===== config.mk =====
export PLATFORM = sky130hd
export DESIGN_NAME = scb_ctrl
export DESIGN_NICKNAME = d
export VERILOG_FILES = /design/src/rtl/scb_pkg.sv /design/src/rtl/scb_ctrl.sv
export SDC_FILE = /design/constraint.sdc
export NUM_CORES = 1
export LEC_CHECK = 0
export BUFFER_PORTS_ARGS = -buffer_cell sky130_fd_sc_hd__buf_2
export CORE_AREA = 5 5 42 44
export DETAILED_ROUTE_END_ITERATION = 8
export DIE_AREA = 0 0 47 49
export GPL_TIMING_DRIVEN = 0
export PLACE_DENSITY_LB_ADDON = 0.05
export SETUP_SLACK_MARGIN = 0.02
export SYNTH_ARGS = -nofsm -noshare
export SYNTH_HDL_FRONTEND = slang
export SYNTH_SLANG_ARGS = --single-unit

===== constraint.sdc =====
create_clock -name clk_i -period 1.7 [get_ports clk_i]
set_clock_uncertainty 0.15 [all_clocks]
set_input_delay 0.34 -clock clk_i [delete_from_list [all_inputs] [get_ports clk_i]]
set_output_delay 0.34 -clock clk_i [all_outputs]
set_load 0.03 [all_outputs]

===== src/rtl/scb_pkg.sv =====
package scb_pkg;

  localparam int LatBandsDefault = 32;
  localparam int LonBandsDefault = 36;
  localparam int CordicSteps     = 28;
  localparam int StepW           = 5;
  localparam int AngW            = 36;
  localparam int VecW            = 48;
  localparam logic [14:0] LimitReset = 15'd4506;

  typedef struct packed {
    logic signed [15:0] mag_cal_x;
    logic signed [15:0] mag_cal_y;
    logic signed [15:0] mag_cal_z;
    logic signed [15:0] accel_cal_x;
    logic signed [15:0] accel_cal_y;
    logic signed [15:0] accel_cal_z;
    logic signed [15:0] mag_raw_x;
    logic signed [15:0] mag_raw_y;
    logic signed [15:0] mag_raw_z;
    logic signed [15:0] accel_raw_x;
    logic signed [15:0] accel_raw_y;
    logic signed [15:0] accel_raw_z;
  } in_beat_t;

  typedef struct packed {
    logic [10:0] accel_cell;
    logic        accel_stored;
    logic [10:0] mag_cell;
    logic        mag_stored;
    logic [10:0] accel_filled;
    logic [10:0] mag_filled;
  } out_beat_t;

  // Datapath commands from the controller.
  typedef struct packed {
    logic       load;      // capture input beat
    logic       sel_accel; // operate on accel vector
    logic       sq_start;  // start sum of squares / setup
    logic       sqrt_step; // one root digit
    logic       lon_init;  // start longitude rotation
    logic       lat_init;  // start latitude rotation
    logic       rot_step;  // one rotation step
    logic       lon_done;  // register longitude band
    logic       lat_done;  // register latitude band, form cell
    logic       commit;    // check occupancy and update
    logic       clear_en;  // clearing sweep write
  } scb_cmd_t;

  typedef struct packed {
    logic last_step;
    logic last_root;
    logic clear_last;
  } scb_sts_t;

  function automatic logic [31:0] atan_entry(input logic [StepW-1:0] i);
    logic [31:0] t;
    unique case (i)
      5'd0: t = 32'h20000000;  5'd1: t = 32'h12E4051E;  5'd2: t = 32'h09FB385B;
      5'd3: t = 32'h051111D4;  5'd4: t = 32'h028B0D43;  5'd5: t = 32'h0145D7E1;
      5'd6: t = 32'h00A2F61E;  5'd7: t = 32'h00517C55;  5'd8: t = 32'h0028BE53;
      5'd9: t = 32'h00145F2F;  5'd10: t = 32'h000A2F98; 5'd11: t = 32'h000517CC;
      5'd12: t = 32'h00028BE6; 5'd13: t = 32'h000145F3; 5'd14: t = 32'h0000A2FA;
      5'd15: t = 32'h0000517D; 5'd16: t = 32'h000028BE; 5'd17: t = 32'h0000145F;
      5'd18: t = 32'h00000A30; 5'd19: t = 32'h00000518; 5'd20: t = 32'h0000028C;
      5'd21: t = 32'h00000146; 5'd22: t = 32'h000000A3; 5'd23: t = 32'h00000051;
      5'd24: t = 32'h00000029; 5'd25: t = 32'h00000014; 5'd26: t = 32'h0000000A;
      5'd27: t = 32'h00000005;
      default: t = 32'h0;
    endcase
    return t;
  endfunction

endpackage


===== src/rtl/scb_ctrl.sv =====
module scb_ctrl import scb_pkg::*; (
  input  logic     clk_i,
  input  logic     rst_ni,
  input  logic     in_valid_i,
  output logic     in_ready_o,
  output logic     out_valid_o,
  input  logic     out_ready_i,
  input  scb_sts_t sts_i,
  output scb_cmd_t cmd_o
);

  localparam logic [3:0] StClear = 4'd0, StIdle = 4'd1, StSq0 = 4'd2, StSq1 = 4'd3,
                         StSq2 = 4'd4, StRoot = 4'd5, StLon = 4'd6, StLonEnd = 4'd7,
                         StLat = 4'd8, StLatEnd = 4'd9, StCommit = 4'd10, StSetup = 4'd11,
                         StLatInit = 4'd12, StLookup = 4'd13;

  logic [3:0] st_q, st_d;
  logic acc_q, acc_d, ov_q, ov_d;

  always_comb begin
    st_d = st_q; acc_d = acc_q; ov_d = ov_q; cmd_o = '0;
    cmd_o.sel_accel = acc_q;
    in_ready_o = (st_q == StIdle);
    if (ov_q && out_ready_i) ov_d = 1'b0;
    unique case (st_q)
      StClear: begin
        cmd_o.clear_en = 1'b1;
        if (sts_i.clear_last) st_d = StIdle;
      end
      StIdle: if (in_valid_i && in_ready_o) begin
        cmd_o.load = 1'b1; acc_d = 1'b1; st_d = StSetup;
      end
      StSetup: begin cmd_o.sq_start = 1'b1; st_d = StSq0; end
      StSq0: st_d = StSq1;
      StSq1: st_d = StSq2;
      StSq2: begin cmd_o.lon_init = 1'b1; st_d = StLon; end
      StLon: begin
        cmd_o.rot_step = 1'b1;
        if (sts_i.last_step) st_d = StLonEnd;
      end
      StLonEnd: begin cmd_o.lon_done = 1'b1; st_d = StRoot; end
      StRoot: begin
        cmd_o.sqrt_step = 1'b1;
        if (sts_i.last_root) st_d = StLatInit;
      end
      // Latitude rotation starts from a fresh vector after the root.
      StLatInit: begin cmd_o.lat_init = 1'b1; st_d = StLat; end
      StLat: begin
        cmd_o.rot_step = 1'b1;
        if (sts_i.last_step) st_d = StLatEnd;
      end
      StLatEnd: begin cmd_o.lat_done = 1'b1; st_d = StLookup; end
      StLookup: st_d = StCommit;
      // The final commit waits while an earlier result is still held.
      StCommit: begin
        if (acc_q) begin
          cmd_o.commit = 1'b1; acc_d = 1'b0; st_d = StSetup;
        end else if (!ov_q || out_ready_i) begin
          cmd_o.commit = 1'b1; ov_d = 1'b1; st_d = StIdle;
        end
      end
      default: st_d = StIdle;
    endcase
  end

  always_ff @(posedge clk_i or negedge rst_ni) begin
    if (!rst_ni) begin
      st_q <= StClear; acc_q <= 1'b0; ov_q <= 1'b0;
    end else begin
      st_q <= st_d; acc_q <= acc_d; ov_q <= ov_d;
    end
  end

  assign out_valid_o = ov_q;

endmodule


After elaboration in Yosys (flattened, before gate mapping) --
Cells that the tools add are included. Widths: inputs -> output; s select.
Storage, ports and cells: register bits after elaboration 6, latch bits 0, RAM bits 0, ROM bits 0, bits of input ports 7, word-level logic and storage cells 58, memories 0
Operators by class: add/sub/neg operators 0, $mul 0, div/mod/pow operators 0, order comparisons 0, eq/ne operators 19, shifts and indexed selects 0, multiplexer cells 27, bitwise gates (word level) 0, reductions and logical operators 9
Operators with widths (number):
- $pmux 4 s14 | 1
- $mux 4 | 7
- $eq 4x4->1 const B | 6
- $mux 1 | 18
- $eq 4x3->1 const B | 4
- $eq 4x2->1 const B | 2
- $ne 2x2->1 const B | 4
- $reduce_and 6->1 | 1
- $eq 4x1->1 const B | 1
- $logic_not 4->1 | 1
- $ne 3x3->1 const B | 1
- $logic_and 1x1->1 | 2
- $ne 2x1->1 const B | 1
- $pmux 1 s2 | 1
- $reduce_and 2->1 | 1
- $reduce_bool 2->1 | 1
- $reduce_or 2->1 | 1
- $logic_not 1->1 | 1
- $logic_or 1x1->1 | 1

Depth between registers and ports, before layout --
Gate-level depths: netlist of the first run.
depth after elaboration 5, depth in mapped cells 7

Worst setup path after synthesis of the first run --
OpenSTA, ideal clock, no wires.
kind reg2reg, from register st_q[0], to register st_q[1], setup time 124 ps, data arrival time 2205 ps, path slack -779 ps, cell stages (with the launch flop) 7, clock period less this slack 2479 ps, cells stage by stage dfrtp_1 > nor4_1 > nor2b_1 > or4_1 > buf_2 > nor3_1 > a211o_1
Between the ends: word-level cells in the longest chain between the ends 4, elaborated cells on any way between the ends 23, those cells by class eq/ne (19); mux (1); reduce/logical (3)
Ends and longest elaborated chain:
- start: declaration | RTL line scb_ctrl.sv:17 | logic [3:0] st_q, st_d;
- start signal: assignment | RTL line scb_ctrl.sv:68 | st_q <= StClear; acc_q <= 1'b0; ov_q <= 1'b0;
- start signal: assignment | RTL line scb_ctrl.sv:70 | st_q <= st_d; acc_q <= acc_d; ov_q <= ov_d;
- $eq 4x1->1 | RTL line scb_ctrl.sv:23, scb_ctrl.sv:25
- $logic_and 1x1->1 | RTL line scb_ctrl.sv:30 | StIdle: if (in_valid_i && in_ready_o) begin
- $ne 2x1->1 (no source line)
- $reduce_and 6->1 (no source line)
Parallel ways exist; a longest one is shown, timed or not. A chain may end at the register's enable or synchronous reset.

Worst setup path in the final report of the first run --
from register st_q[2], to register st_q[3]
Same word-level chain as after synthesis.

==> results_dict.tcl, run 1 <==
set metrics [dict create \
    gr-total-overflow 0 \
    ys.warnings.count 0 \
    status "complete, but fails checks" \
    die_y_um 49 \
    worstPathArrival_ns 1.98 \
    p_leak_nw 0.453 \
    rr_worst_depth 6 \
    drive_gt1_frac 0.627 \
    synth_edf_count 0 \
    cp.required_ns 1.69 \
    critPathLaunchType "register" \
    fin_crit_ns 1.99 \
    core_area_sq_um 1400 \
    gr-usage-met1 0.176 \
    postRouteAntennaNets 0 \
    firstDrtPassIters 4 \
    synth_most_common_cell "nor2_1" \
    powerDensity_nw_per_um2 2200 \
    io_pins 20 \
    busiest_layer "met2" \
    syn_area_per_cell_sq_um 7.47 \
    grt_max_degree 11 \
    die_w_um 47 \
    cts_buffers 3 \
    synth_async_sr_flop_share 1.00 \
    grt_setup_unrepaired "yes" \
    crit_path_end_kind "register" \
    initial_core_util 0.330 \
    wl_per_cell_um 15.2 \
    synth_cell_types 28 \
    drv_slew 0 \
    wirelength_um 1800 \
    worst_slew_pin_slew_ns 0.363 \
    syn_area_sq_um 463 \
    port-buffer-count 19 \
    drt-initial-drc-count 18 \
    hold_depth 3 \
    seq_area_frac_synth 0.324 \
    fmax_mhz 503 \
    synth_top_area_frac 0.324 \
    ys_top_cells_by_area "dfrtp_1 32%, nor3_1 6.5%, nor2_1 5.7%" \
    dp_hpwl_um 946 \
    gp_congestion 0.799 \
    cts-root-buf "clkbuf_4" \
    netlist_instances 62 \
    use_met3 0.0480 \
    viasPerCell 5.23 \
    diodes 0 \
    syn-num-nets 69 \
    clock_latency_ns 0.26 \
    area_delta_synth_final_pct 111 \
    ir_worst_vdd_v 0.00117 \
    violations "negative setup slack" \
    min_period_over_period 1.17 \
    clock_sinks 6 \
    antenna_found_initial 0 \
    crit_type "reg2reg" \
    nNetsFinal 110 \
    dieArea_sq_um 2300 \
    path_clk_slew_ns 0.06 \
    yosys-top-cells-count "7 x nor2_1, 6 x dfrtp_1, 6 x nand2_1, 6 x nor3_1, 4 x o21ai_0" \
    cap_violations 0 \
    timing.final.ws_setup_ns -0.290 \
    yosys.area.top_type "dfrtp_1" \
    num_vias 617 \
    drc 0 \
    ys.flop_type "dfrtp_1" \
    grtUsageTotal 0.146 \
    ys_ff_latch 6 \
    grt_pass1_vias 560 \
    utilization 0.696 \
    tritoncts "built" \
    cts_buffer_depth 2 \
    place_ws_ns -0.310 \
    grtUsageMet2 0.217 \
    finalHoldViolations 0 \
    crit_fanout 6 \
    num_rows 14 \
    maxSlewHeadroom 0.758 \
    hold_class "in2reg" \
    h-tree-depth 1 \
    finalSetupViolCount 14 \
    grt_pass1_wl_um 2420 \
]
==> state kept, by name (all words and copies together), names as in the netlist <==
register / cells
acc_q: 1
out_valid_o: 1
st_q: 4
==> repair_timing <==
| action | 4_1_cts | 5_1_grt |
|---|---|---|
| hold endpoints to repair | 6 | 0 |
| pin swaps | 1 | 5 |
| hold buffers | 1 | 0 |
| gates resized for setup | 23 | 27 |
| buffers inserted | 9 | 7 |
| cloned | 0 | 1 |
| setup endpoints to repair | 14 | 14 |
==> layout by cell type (no fill, tap or decap), types with 2 or more instances in the layout <==
| cell | instances |
|---|---|
| nor3_1 | 3 |
| nand2b_4 | 3 |
| a21oi_1 | 3 |
| o21ai_0 | 4 |
| clkbuf_4 | 3 |
| dfrtp_1 | 2 |
| nor3_2 | 2 |
| buf_4 | 17 |
| nor2_1 | 3 |
| dfrtp_2 | 4 |
| nand2_1 | 5 |
| buf_6 | 12 |
| buf_8 | 3 |
| inv_1 | 3 |
| buf_2 | 8 |
| nor2_4 | 4 |
==> kinds of logic after synthesis <==
| kind of cell | Yosys count | synth area share |
|---|---|---|
| AND/OR/NAND/NOR | 32 | 0.378 |
| flip-flops | 6 | 0.324 |
| AO/OA/AOI/OAI | 15 | 0.211 |
| buffers and inverters | 9 | 0.0865 |
==> worst paths after layout <==
path	start	end	slack, ns
setup / recovery	st_q[2]$_DFFE_PN0P_	st_q[3]$_DFFE_PN0P_	-0.29
hold / removal	out_ready_i	out_valid_o$_DFF_PN0_	0.25
setup reg to reg	st_q[2]$_DFFE_PN0P_	st_q[3]$_DFFE_PN0P_	-0.29
hold reg to reg	out_valid_o$_DFF_PN0_	out_valid_o$_DFF_PN0_	0.40
max in group asynchronous	rst_ni	st_q[3]$_DFFE_PN0P_	0.97
min in group asynchronous	rst_ni	out_valid_o$_DFF_PN0_	0.27
==> worst max-delay path, cell delays in order (launching register included) <==
cell and delay (ns):
dfrtp_2 0.46, buf_8 0.15, nand3b_1 0.12, a211oi_1 0.08
or4_1 0.42, buf_6 0.15, o32a_1 0.32
==> power breakdown <==
group / switching [mW] / internal [mW] / total, mW
logic: 0.802 / 0.850 / 1.65
clock network: 0.0694 / 0.0901 / 0.159
registers: 0.120 / 0.215 / 0.335
==> layout make-up <==
type / count / area (sq um)
fillers: 106 / 427
multi-input cells: 47 / 379
repair buffers: 36 / 308
flip-flops and latches: 6 / 155
plain buffers: 6 / 75.1
clock buffers: 4 / 26.3
well taps: 16 / 20.0
inverters: 3 / 11.3
==> per-layer routing <==
metal / vias to the layer above / wire [um]
met3: 5 / 107
met1: 296 / 690
li1: 296 / -
met5: - / 0
met4: 0 / 44
met2: 20 / 955
==> through the flow <==
stage / power (mW) / hold WS (ns) / cells / instance area [sq um] / setup TNS, ns
3_3_place_gp: 1.29 / 0.0164 / 97 / 647 / -1.06
3_5_place_dp: 1.28 / 0.0156 / 97 / 647 / -0.929
5_1_grt: 2.26 / 0.278 / 118 / 975 / -2.67
6_report: 2.15 / 0.250 / 118 / 975 / -2.03
4_1_cts: 1.73 / 0.262 / 111 / 818 / -1.86
2_1_floorplan: 1.07 / -0.106 / 62 / 532 / -0.583
No activity file was read; power rests on OpenSTA's default activity.
==> inputs of run 2 (changes only) <==
--- a/config.mk
+++ b/config.mk
@@ -11,6 +11,7 @@
 export DIE_AREA = 0 0 47 49
 export GPL_TIMING_DRIVEN = 0
 export PLACE_DENSITY_LB_ADDON = 0.05
+export REMOVE_ABC_BUFFERS = 1
 export SETUP_SLACK_MARGIN = 0.02
 export SYNTH_ARGS = -nofsm -noshare
 export SYNTH_HDL_FRONTEND = slang
==> constraint.sdc (replaced) <==
create_clock -name clk_i -period 1.91 [get_ports clk_i]
set_clock_uncertainty 0.15 [all_clocks]
set_input_delay 0.382 -clock clk_i [delete_from_list [all_inputs] [get_ports clk_i]]
set_output_delay 0.382 -clock clk_i [all_outputs]
set_load 0.03 [all_outputs]
==> results_dict.tcl, run 2 (synthesized netlist as in run 1, its figures left out) <==
set metrics [dict create \
    core_area_sq_um 1400 \
    drc 0 \
    crit_path_end_kind "register" \
    gr-total-overflow 0 \
    total_power_mw 1.54 \
    crit_type "reg2reg" \
    crit_fanout 7 \
    firstDrtPassIters 4 \
    ir_worst_vdd_v 0.000943 \
    powerDensity_nw_per_um2 1890 \
    num_rows 14 \
    finalSetupViolCount 2 \
    viasPerCell 5.15 \
    path_clk_slew_ns 0.04 \
    violations "negative setup slack" \
    grt_setup_unrepaired "yes" \
    utilization 0.579 \
    die_y_um 49 \
    cts_buffers 3 \
    largest_register "st_q" \
    dp_hpwl_um 856 \
    wirelength_um 1480 \
    num_vias 556 \
    fin_crit_ns 1.94 \
    grt_max_degree 8 \
    initial_core_util 0.330 \
    wl_per_cell_um 13.7 \
    grtUsageTotal 0.132 \
    finalHoldViolations 0 \
    layout_common_cells "14 x buf_4, 12 x buf_2, 6 x nand2_1, 6 x nor2_1, 5 x clkbuf_4" \
    whs_ns 0.307 \
    grt_pass1_vias 509 \
    die_w_um 47 \
    status "complete, but fails checks" \
    place_area_sq_um 549 \
    port-buffer-count 19 \
    maxSlewHeadroom 0.788 \
    critPathLaunchType "register" \
    timing.final.ws_setup_ns -0.0302 \
    cts-root-buf "clkbuf_4" \
    largest_register_ffs 4 \
    cp.required_ns 1.88 \
    place_ws_ns -0.327 \
    worstPathArrival_ns 1.91 \
    p_leak_nw 0.369 \
    tritoncts "built" \
    placed_cells 91 \
    worst_slew_pin_slew_ns 0.313 \
    min_period_over_period 1.02 \
    tns_ns -0.0547 \
    postRouteAntennaNets 0 \
    nNetsFinal 101 \
    clock_latency_ns 0.25 \
    stdcell_area_sq_um 812 \
    antenna_found_initial 0 \
    drive_gt1_frac 0.565 \
    diodes 0 \
    area_delta_synth_final_pct 75.4 \
    hold_class "in2reg" \
    io_pins 20 \
    h-tree-depth 1 \
    grt_pass1_wl_um 2190 \
    drv_slew 0 \
    drt-initial-drc-count 8 \
    clock_sinks 6 \
    fin_cells 108 \
    cts_buffer_depth 2 \
    dieArea_sq_um 2300 \
    fmax_mhz 515 \
    cap_violations 0 \
    final_common_cell "buf_4" \
    gp_congestion 0.751 \
]
run 2: cell count changes in the layout (fill, tap and decap cells not counted), sizes merged:
cell / delta
buf: -10
run 2: worst paths after layout:
kind	start	to	slack [ns]	cells past startpoint
min in group asynchronous	rst_ni	out_valid_o$_DFF_PN0_	0.33	2
max in group asynchronous	rst_ni	st_q[2]$_DFFE_PN0P_	1.12	2
worst max-delay path	st_q[2]$_DFFE_PN0P_	st_q[3]$_DFFE_PN0P_	-0.03	5
worst min register to register	out_valid_o$_DFF_PN0_	out_valid_o$_DFF_PN0_	0.40	2
worst max register to register	st_q[2]$_DFFE_PN0P_	st_q[3]$_DFFE_PN0P_	-0.03	5
worst min-delay path	out_ready_i	out_valid_o$_DFF_PN0_	0.31	3
run 2: final cells by class:
type / instances / area, sq um
Timing Repair Buffer: 33 / 244
Inverter: 3 / 11.3
Multi-Input combinational cell: 47 / 359
Tap cell: 16 / 20.0
Fill cell: 145 / 589
Clock buffer: 3 / 22.5
Sequential cell: 6 / 155
run 2: critical path: stages, from the launching register on:
cell and delay [ns]:
dfrtp_2 0.44, buf_6 0.15, nor4_4 0.04, nor2b_1 0.13
or4_4 0.56, o32a_1 0.35
run 2: metal layers:
| metal | share of wire | routed length (um) | vias up | global-route usage |
|---|---|---|---|---|
| li1 | - | - | 282 | - |
| met1 | 0.42 | 620 | 260 | 0.166 |
| met2 | 0.51 | 763 | 14 | 0.195 |
| met3 | 0.066 | 98 | 0 | 0.0701 |
| met4 | 0 | 0 | 0 | 0.0369 |
| met5 | 0 | 0 | - | 0 |
run 2: where the power goes:
| part | internal (mW) | total, mW | switching (mW) |
|---|---|---|---|
| clock | 0.0709 | 0.114 | 0.0431 |
| combinational | 0.534 | 1.12 | 0.588 |
| sequential | 0.192 | 0.303 | 0.111 |
| total | 0.797 | 1.54 | 0.741 |
run 2: repair_timing:
action | CTS | global route
gates resized for setup | 14 | 19
hold buffers | 1 | 0
gates cloned | 0 | 0
hold endpoints to repair | 6 | 0
pin swaps | 1 | 2
endpoints found under the setup margin | 13 | 11
buffers inserted | 12 | 1
==> inputs of run 3 (changes only) <==
--- a/config.mk
+++ b/config.mk
@@ -6,9 +6,11 @@
 export NUM_CORES = 1
 export LEC_CHECK = 0
 export BUFFER_PORTS_ARGS = -buffer_cell sky130_fd_sc_hd__buf_2
-export CORE_AREA = 5 5 42 44
+export CELL_PAD_IN_SITES_DETAIL_PLACEMENT = 0
+export CELL_PAD_IN_SITES_GLOBAL_PLACEMENT = 1
+export CORE_AREA = 5 5 46 48
 export DETAILED_ROUTE_END_ITERATION = 8
-export DIE_AREA = 0 0 47 49
+export DIE_AREA = 0 0 51 53
 export GPL_TIMING_DRIVEN = 0
 export PLACE_DENSITY_LB_ADDON = 0.05
 export REMOVE_ABC_BUFFERS = 1
==> results_dict.tcl, run 3 (synthesized netlist as in run 1, its figures left out) <==
set metrics [dict create \
    num_rows 15 \
    diodes 0 \
    r2r_start "st_q[3]$_DFFE_PN0P_" \
    dieArea_sq_um 2700 \
    drive_gt1_frac 0.622 \
    core_area_sq_um 1670 \
    timing.final.ws_setup_ns -0.0158 \
    place_area_sq_um 551 \
    fin_crit_ns 1.93 \
    clock_latency_ns 0.24 \
    final_common_cell "buf_4" \
    h-tree-depth 1 \
    cts-root-buf "clkbuf_4" \
    critPathLaunchType "register" \
    die_y_um 53 \
    cp_top_family "flip-flops" \
    cp.depth 3 \
    finalSetupViolCount 2 \
    largest_register "st_q" \
    num_vias 598 \
    port-buffer-count 19 \
    gr-total-overflow 0 \
    drc 0 \
    hold_class "in2reg" \
    critPathLaunch "st_q[3]$_DFFE_PN0P_" \
    stdcell_area_sq_um 880 \
    largest_register_ffs 4 \
    violations "negative setup slack" \
    tns_ns -0.0174 \
    clock_sinks 6 \
    fmax_mhz 519 \
    layout_common_cells "17 x buf_4, 11 x buf_2, 9 x buf_6" \
    grt_pass1_vias 563 \
    nNetsFinal 107 \
    grt_max_degree 9 \
    status "complete, but fails checks" \
    grt_pass1_wl_um 2660 \
    min_period_over_period 1.01 \
    path_clk_slew_ns 0.05 \
    cts_buffer_depth 2 \
    multi_input_area_sq_um 368 \
    rr_worst_depth 5 \
    timing.rr.end "st_q[1]$_DFFE_PN0P_" \
    grtUsageTotal 0.135 \
    whs_ns 0.321 \
    initial_core_util 0.277 \
    powerDensity_nw_per_um2 1880 \
    die_w_um 51 \
    dp_hpwl_um 871 \
    worstPathArrival_ns 1.39 \
    reg2reg_slack_ns 0 \
    wirelength_um 1630 \
    io_pins 20 \
    drt-initial-drc-count 5 \
    viasPerCell 5.20 \
    wl_per_cell_um 14.2 \
    crit_path_end_kind "output port" \
    finalHoldViolations 0 \
    worst_slew_pin_slew_ns 0.385 \
    slowest_delay_ns 0.45 \
    crit_type "reg2out" \
    crit_chain "or3b_4 > a21oi_2 > buf_6" \
    postRouteAntennaNets 0 \
    crit_fanout 7 \
    p_leak_nw 0.408 \
    ir_worst_vdd_v 0.000742 \
    maxSlewHeadroom 0.740 \
    crit_path_end "cmd_o[4]" \
    firstDrtPassIters 4 \
    cts_buffers 3 \
    area_delta_synth_final_pct 90.0 \
    drv_slew 0 \
    cap_violations 0 \
    gp_congestion 0.695 \
    antenna_found_initial 0 \
    fillers 151 \
    tritoncts "built" \
    cp.required_ns 1.38 \
    critPathBufInv 1 \
    grt_setup_unrepaired "yes" \
    regArea_sq_um 155 \
    slowest_stage "dfrtp_2" \
]
## run 3: power breakdown
part / switching (mW) / internal, mW
sequential: 0.110 / 0.192
combinational: 0.621 / 0.615
clock: 0.0451 / 0.0710
total: 0.776 / 0.878
## run 3: stage by stage
stage                     std cells  utilization  power (mW)  setup WS (ns)
after floorplan                  56            -       0.773         -0.641
after global routing            115        0.527        1.78        -0.0715
after CTS                       113        0.464        1.44        -0.0197
final                           115        0.527        1.65        -0.0158
after global placement           92        0.330       0.972         -0.360
after detailed placement         92        0.330       0.955         -0.327
## run 3: how the worst min path moves through the flow
stage                start               endpoint  cells past startpoint
2_1_floorplan       rst_ni      acc_q$_DFFE_PN0P_                      0
3_3_place_gp        rst_ni    st_q[3]$_DFFE_PN0P_                      1
3_5_place_dp        rst_ni    st_q[3]$_DFFE_PN0P_                      1
4_1_cts        out_ready_i  out_valid_o$_DFF_PN0_                      3
5_1_grt           sts_i[1]    st_q[0]$_DFFE_PN0P_                      3
6_report       out_ready_i  out_valid_o$_DFF_PN0_                      3
## run 3: worst register-to-register path: stages (launching register included)
cell and delay (ns):
dfrtp_2 0.45, or3b_4 0.42, a211oi_1 0.26, or4_4 0.20, nor3_2 0.05, a211o_1 0.26
## run 3: cell type report
cell class              count  area share
multi-input cells          47       0.418
repair buffers             39       0.343
flip-flops and latches      6       0.176
clock buffers               3      0.0256
well taps                  17      0.0242
inverters                   3      0.0128
## run 3: routing by layer
layer,vias to the layer above,GRT usage,part of all wire
li1,291,-,-
met1,279,0.170,0.46
met2,24,0.210,0.46
met3,4,0.0563,0.069
met4,0,0.0359,0.0086
met5,-,0,0
## run 3: timing repair
action                                  4_1_cts  5_1_grt
pin swaps                                     6        1
hold endpoints to repair                      6        0
setup buffers                                17        2
endpoints found under the setup margin       13       11
gates resized for setup                      19       21
hold buffers                                  1        0
